### src/hw/rtl/runge_kutta_gill_stage_unit_top_defines.svh
// Assertion macros for the Runge-Kutta-Gill stage unit.
`ifndef RUNGE_KUTTA_GILL_STAGE_UNIT_TOP_DEFINES_SVH
`define RUNGE_KUTTA_GILL_STAGE_UNIT_TOP_DEFINES_SVH

`ifndef ASSERT_OFF
// same-cycle implication
`define ASSERT_IMPLY(label, clk, rst, ante, cons) \
  label: assert property (@(posedge clk) disable iff (rst) (ante) |-> (cons)) \
    else $error("assertion failed");
// next-cycle implication
`define ASSERT_NEXT(label, clk, rst, ante, cons) \
  label: assert property (@(posedge clk) disable iff (rst) (ante) |=> (cons)) \
    else $error("assertion failed");
`else
`define ASSERT_IMPLY(label, clk, rst, ante, cons)
`define ASSERT_NEXT(label, clk, rst, ante, cons)
`endif

`endif

### src/hw/rtl/rkg_pkg.sv
// Shared types, constants and arithmetic helpers of the Runge-Kutta-Gill stage unit.
`default_nettype none

package rkg_pkg;

  localparam int DATA_W     = 32;
  localparam int MAX_STATES = 64;
  localparam int ADDR_W     = $clog2(MAX_STATES);
  localparam int INDEX_W    = 6;
  localparam int DT_W       = 31;
  localparam int FRAC       = 28;
  localparam int TM_SHIFT   = 16;
  localparam int ACC_W      = 64;
  localparam int COEF_W     = 32;
  localparam int OPA_W      = DATA_W + 1;
  localparam int MUL_W      = OPA_W + COEF_W;
  localparam int PADDR_W    = 3;
  localparam int PDATA_W    = 32;

  localparam logic [DT_W-1:0] DT_RESET = 31'd655;

  // register index taken from paddr
  localparam logic REG_DT_STEP = 1'b0;

  localparam logic [1:0] STAGE_FIRST = 2'd0;
  localparam logic [1:0] STAGE_ONE   = 2'd1;
  localparam logic [1:0] STAGE_TWO   = 2'd2;
  localparam logic [1:0] STAGE_LAST  = 2'd3;

  // Gill coefficients, 28 fraction bits
  localparam logic signed [COEF_W-1:0] K_ZERO = 32'sd0;
  localparam logic signed [COEF_W-1:0] K_ONE  = 32'sd268435456;
  localparam logic signed [COEF_W-1:0] K_HALF = 32'sd134217728;
  localparam logic signed [COEF_W-1:0] K_CX1  = 32'sd78622925;
  localparam logic signed [COEF_W-1:0] K_CX2  = 32'sd458247987;
  localparam logic signed [COEF_W-1:0] K_B1   = 32'sd157245850;
  localparam logic signed [COEF_W-1:0] K_B2   = 32'sd916495974;
  localparam logic signed [COEF_W-1:0] K_C1   = 32'sd32566682;
  localparam logic signed [COEF_W-1:0] K_C2   = -32'sd1106308506;
  localparam logic signed [COEF_W-1:0] K_D1   = 32'sd44739243;
  localparam logic signed [COEF_W-1:0] K_D2   = -32'sd89478485;

  localparam logic signed [ACC_W-1:0] SAT_MAX =
    {{(ACC_W-DATA_W+1){1'b0}}, {(DATA_W-1){1'b1}}};
  localparam logic signed [ACC_W-1:0] SAT_MIN =
    {{(ACC_W-DATA_W+1){1'b1}}, {(DATA_W-1){1'b0}}};

  typedef enum logic [2:0] {
    ST_IDLE,
    ST_TM,
    ST_M1,
    ST_M2,
    ST_M3,
    ST_ACC,
    ST_SAT
  } state_t;

  // product slot of the shared multiplier
  typedef enum logic [1:0] {
    SLOT_1,
    SLOT_2,
    SLOT_3
  } slot_t;

  typedef enum logic [1:0] {
    OPA_TM,
    OPA_DIFF,
    OPA_Q
  } opa_t;

  typedef struct packed {
    logic [1:0] stage;
    logic       capture;
    logic       load_mem;
    logic       mul_en;
    slot_t      mul_slot;
    logic       add_en;
    slot_t      add_slot;
    logic       out_load;
    logic       mem_we;
  } cmd_t;

  typedef struct packed {
    logic last;
    logic out_free;
  } status_t;

  typedef struct packed {
    logic              ovf;
    logic [DATA_W-1:0] value;
  } sat_t;

  // floor shift then clamp to DATA_W signed
  function automatic sat_t sat_shift(input logic signed [ACC_W-1:0] v,
                                     input int unsigned sh);
    logic signed [ACC_W-1:0] s;
    sat_t r;
    s = v >>> sh;
    if (s > SAT_MAX) begin
      r.ovf   = 1'b1;
      r.value = SAT_MAX[DATA_W-1:0];
    end else if (s < SAT_MIN) begin
      r.ovf   = 1'b1;
      r.value = SAT_MIN[DATA_W-1:0];
    end else begin
      r.ovf   = 1'b0;
      r.value = s[DATA_W-1:0];
    end
    return r;
  endfunction

  function automatic logic signed [COEF_W-1:0] coef(input logic [1:0] stage,
                                                    input slot_t slot);
    logic signed [COEF_W-1:0] k;
    k = K_ZERO;
    case (slot)
      SLOT_1: begin
        case (stage)
          STAGE_FIRST: k = K_HALF;
          STAGE_ONE:   k = K_CX1;
          STAGE_TWO:   k = K_CX2;
          default:     k = K_D1;
        endcase
      end
      SLOT_2: begin
        case (stage)
          STAGE_FIRST: k = K_ONE;
          STAGE_ONE:   k = K_B1;
          STAGE_TWO:   k = K_B2;
          default:     k = K_D2;
        endcase
      end
      SLOT_3: begin
        case (stage)
          STAGE_ONE: k = K_C1;
          STAGE_TWO: k = K_C2;
          default:   k = K_ZERO;
        endcase
      end
      default: k = K_ZERO;
    endcase
    return k;
  endfunction

  function automatic opa_t opa_sel(input logic [1:0] stage, input slot_t slot);
    opa_t o;
    o = OPA_TM;
    case (slot)
      SLOT_1: o = (stage inside {STAGE_ONE, STAGE_TWO}) ? OPA_DIFF : OPA_TM;
      SLOT_2: o = (stage == STAGE_LAST) ? OPA_Q : OPA_TM;
      SLOT_3: o = OPA_Q;
      default: o = OPA_TM;
    endcase
    return o;
  endfunction

  // true when the slot's product goes to the y sum
  function automatic logic to_y(input logic [1:0] stage, input slot_t slot);
    logic r;
    r = 1'b0;
    case (slot)
      SLOT_1:  r = 1'b1;
      SLOT_2:  r = (stage == STAGE_LAST);
      SLOT_3:  r = 1'b0;
      default: r = 1'b0;
    endcase
    return r;
  endfunction

endpackage

`default_nettype wire

### src/hw/rtl/rkg_ctrl.sv
// Sequencer of the Runge-Kutta-Gill stage unit: item steps and stage counter.
`default_nettype none

module rkg_ctrl (
  input  wire logic             clk,
  input  wire logic             rst,
  input  wire logic             in_valid,
  output logic                  in_stall,
  input  wire rkg_pkg::status_t status,
  output rkg_pkg::cmd_t         cmd
);

  rkg_pkg::state_t state, state_next;
  logic [1:0] stage, stage_next;

  always_ff @(posedge clk) begin
    if (rst) begin
      state <= rkg_pkg::ST_IDLE;
      stage <= rkg_pkg::STAGE_FIRST;
    end else begin
      state <= state_next;
      stage <= stage_next;
    end
  end

  always_comb begin
    state_next   = state;
    stage_next   = stage;
    in_stall     = 1'b1;
    cmd          = '0;
    cmd.stage    = stage;
    cmd.mul_slot = rkg_pkg::SLOT_1;
    cmd.add_slot = rkg_pkg::SLOT_1;
    case (state)
      rkg_pkg::ST_IDLE: begin
        in_stall = 1'b0;
        if (in_valid) begin
          cmd.capture = 1'b1;
          state_next  = rkg_pkg::ST_TM;
        end
      end
      rkg_pkg::ST_TM: begin
        cmd.load_mem = 1'b1;
        state_next   = rkg_pkg::ST_M1;
      end
      rkg_pkg::ST_M1: begin
        cmd.mul_en   = 1'b1;
        cmd.mul_slot = rkg_pkg::SLOT_1;
        state_next   = rkg_pkg::ST_M2;
      end
      rkg_pkg::ST_M2: begin
        cmd.mul_en   = 1'b1;
        cmd.mul_slot = rkg_pkg::SLOT_2;
        cmd.add_en   = 1'b1;
        cmd.add_slot = rkg_pkg::SLOT_1;
        state_next   = rkg_pkg::ST_M3;
      end
      rkg_pkg::ST_M3: begin
        cmd.mul_en   = 1'b1;
        cmd.mul_slot = rkg_pkg::SLOT_3;
        cmd.add_en   = 1'b1;
        cmd.add_slot = rkg_pkg::SLOT_2;
        state_next   = rkg_pkg::ST_ACC;
      end
      rkg_pkg::ST_ACC: begin
        cmd.add_en   = 1'b1;
        cmd.add_slot = rkg_pkg::SLOT_3;
        state_next   = rkg_pkg::ST_SAT;
      end
      rkg_pkg::ST_SAT: begin
        // hold here until the output register can take the word
        if (status.out_free) begin
          cmd.out_load = 1'b1;
          cmd.mem_we   = (stage != rkg_pkg::STAGE_LAST);
          state_next   = rkg_pkg::ST_IDLE;
          if (status.last) begin
            stage_next = 2'(stage + 2'd1);
          end
        end
      end
      default: state_next = rkg_pkg::ST_IDLE;
    endcase
  end

endmodule

`default_nettype wire

### config.mk
export PLATFORM = sky130hd
export DESIGN_NAME = rkg_ctrl
export DESIGN_NICKNAME = d
export VERILOG_FILES = /design/src/hw/rtl/runge_kutta_gill_stage_unit_top_defines.svh /design/src/hw/rtl/rkg_pkg.sv /design/src/hw/rtl/rkg_ctrl.sv
export SDC_FILE = /design/constraint.sdc
export NUM_CORES = 1
export LEC_CHECK = 0
export BUFFER_PORTS_ARGS = -buffer_cell sky130_fd_sc_hd__buf_2
export CAP_MARGIN = 25
export CORE_AREA = 10 10 47 49
export DETAILED_ROUTE_END_ITERATION = 8
export DIE_AREA = 0 0 57 59
export PLACE_DENSITY = 0.49
export SYNTH_ARGS = -nofsm -noshare
export SYNTH_HDL_FRONTEND = slang
export SYNTH_SLANG_ARGS = --single-unit
### constraint.sdc
create_clock -name clk -period 1.35 [get_ports clk]
set_input_delay 0.27 -clock clk [delete_from_list [all_inputs] [get_ports clk]]
set_output_delay 0.27 -clock clk [all_outputs]
set_load 0.02 [all_outputs]
==> results.cfg <==
[place]
port_buffers = 17
place.gp.congestion = 0.729
dp_slack_ns = 0.0655
hpwl_um = 717

[yosys]
yosysWarningCount = 0
yosysUniqueCellTypes = 21
ys_ff_latch = 5
ys_seq_area_share_pct = 31.0
syn_area_sq_um = 323
avgSynthCellArea_sq_um = 8.07
synthCells = 40
synth_nets = 46

[finish]
area_delta_synth_final_pct = 61.2
drive_gt1_share_pct = 54.8
fin_nets = 69
antenna_cells = 0

[min_path]
hold_depth = 2
hold_start = rst
min_to = state[2]
hold_class = in -> reg

[worst_setup_path]
crit_chain = and4b_2 > nor2b_4 > buf_6
critPathSlowestCell = dfxtp_4
critical_path_peak_fanout = 7
worstReg2RegEnd = stage[0]
start_kind = flip-flop
worst-setup-path-type = reg -> out
r2r_cells = 4
cp.arrival_ns = 1.16
end_kind = output port
worst_ep_required_time_ns = 1.08
critical-path-max-stage-delay_ns = 0.36
rrSetupSlack_ns = 0.11
r2r_start = state[0]

[timing]
fmax_mhz = 699
rsz0062_at_grt = true
max-slew-margin-rel_pct = 78.9
slew_viol_final = 0
fin_tns_setup_ns = -0.243
period_needed_ns = 1.43
hold_violations = 0
finClkSkew_ns = 0.00392
finalCritPeriodShare_pct = 106
setup_viol_count_final = 5
holdWs_ns = 0.269
setup_slack_ns = -0.0807
tightest_slew_ns = 0.308

[floorplanning]
ios = 18
dieHeight_um = 59
dieArea_sq_mm = 0.00336
core_area_sq_mm = 0.00140
initial_core_util_pct = 23.0
num_rows = 14
die_w_um = 57

[clock_tree]
clkLatencyLatePin_ns = 0.24
cts_sinks = 5
clk_pin_slew_worst_paths_ns = 0.04
cts_max_path_buffers = 2
cts_root_buf = clkbuf_4
htree_levels = 1
cts_tree = built
cts_buffers = 3
hold_buffers = 0

[outcome]
status = complete, but fails checks
failed_checks = negative setup slack

[pwr]
vdd_drop_max_uv = 312
power_density_mw_per_mm2 = 886
p_leak_nw = 0.272

[detailed_routing]
routed_via_density = 4.44
drtPass1Iterations = 2
remaining_drc_errors = 0
ant_nets = 0
wire_per_inst_um = 12.0
drt_iter0_drc = 1
wl_um = 939
via_count = 346

[grt]
track_usage_pct = 6.20
antenna_found_initial = 0
grt_pass1_wl_um = 1670
overflow = 0
grt_pass1_vias = 381
grt_max_degree = 10

[job]
cap_violations = 0
power by group:
group	leakage, nW	internal [W]	switching (W)	total (W)
Clock	0.0150	0.000112	0.0000579	0.000169
Sequential	0.0417	0.000156	0.00000925	0.000165
Combinational	0.215	0.0000568	0.0000696	0.000126
critical path, delay by kind of cell, from the launching register on:
family | cells | cell delay, ns
and+or+nand+nor | 2 | 0.45
buffers and inverters | 1 | 0.12
DFF | 1 | 0.36
cell type report:
type                       instances  area [sq um]
timing repair buffer              21           151
inverter                           2          7.51
sequential                         5           105
fill                             162           881
clock buffer                       4          26.3
tap                               16          20.0
multi-input combinational         30           210
cell families (layout without fill, tap and decap cells):
| group | count (synthesis) | in the layout | share of synthesized area (%) |
|---|---|---|---|
| AO/OA/AOI/OAI | 8 | 8 | 15.9 |
| adder cells (fa/ha/maj) | 1 | 1 | 3.88 |
| buffers and inverters | 5 | 27 | 10.9 |
| flip-flops | 5 | 5 | 31.0 |
| multiplexers | 1 | 1 | 4.65 |
| AND/OR/NAND/NOR | 20 | 20 | 33.7 |
worst max-delay path by stage:
| stage | start | end | slack, ns | cells past startpoint |
|---|---|---|---|---|
| detailed placement | state[0] | cmd[0] | 0.07 | 3 |
| global placement | state[0] | cmd[0] | 0.08 | 3 |
| global route | state[0] | cmd[7] | -0.13 | 4 |
| CTS | state[0] | cmd[0] | -0.09 | 3 |
| finish | state[0] | cmd[0] | -0.08 | 3 |
| floorplan | state[2] | cmd[7] | 0.03 | 3 |
cell usage after synthesis:
library cell  instances  area share (%)
a21bo_2               1             3.1
and2b_1               1             2.3
and4b_1               1             3.1
and3_1                1             1.9
nor3_1                3             4.6
mux2_4                1             4.6
nor2_1                3             3.5
ha_1                  1             3.9
nand2_1               3             3.5
nand3_1               2             3.1
o21ai_0               2             3.1
buf_6                 2             7.0
buf_2                 1             1.5
nand2_2               1             1.9
dfxtp_1               5              31
a21o_1                1             2.3
a21oi_1               3             4.6
nor2b_1               3             5.8
inv_1                 2             2.3
a2111oi_0             1             2.7
and2_1                2             3.9
flip-flops by register name, summed over array words and instances, names as in the netlist:
name	flops
state	3
stage	2
cell usage in the layout (no fill, tap or decap), drive strengths merged:
cell      n
ha        1
inv       2
a2111oi   1
o21ai     2
and2      2
a21oi     3
a21o      1
and4b     1
nor2b     3
dfxtp     5
and3      1
nand2     4
buf      21
and2b     1
mux2      1
nand3     2
a21bo     1
clkbuf    4
nor2      3
nor3      3
metal layers:
layer  routed length [um]  up-vias  track usage [%]
met4                   24        0             7.05
li1                     -      182                -
met2                  348       19             7.44
met5                    0        -                0
met1                  416      143             6.94
met3                  149        2             3.43
per-stage QoR:
| step | utilization [%] | instances | power (W) | instance area [sq um] |
|---|---|---|---|---|
| global placement | 30.7 | 73 | 0.000276 | 430 |
| global route | 37.1 | 78 | 0.000489 | 520 |
| finish | 37.1 | 78 | 0.000461 | 520 |
| CTS | 36.3 | 78 | 0.000469 | 509 |
| detailed placement | 30.7 | 73 | 0.000275 | 430 |
| floorplan | - | 40 | 0.000237 | 330 |
timing repair:
item,CTS,global route
buffers inserted,1,0
pin swaps,1,1
setup endpoints to repair,11,10
resized for setup,16,4
Note: power is estimated with default switching activity, not from simulation.
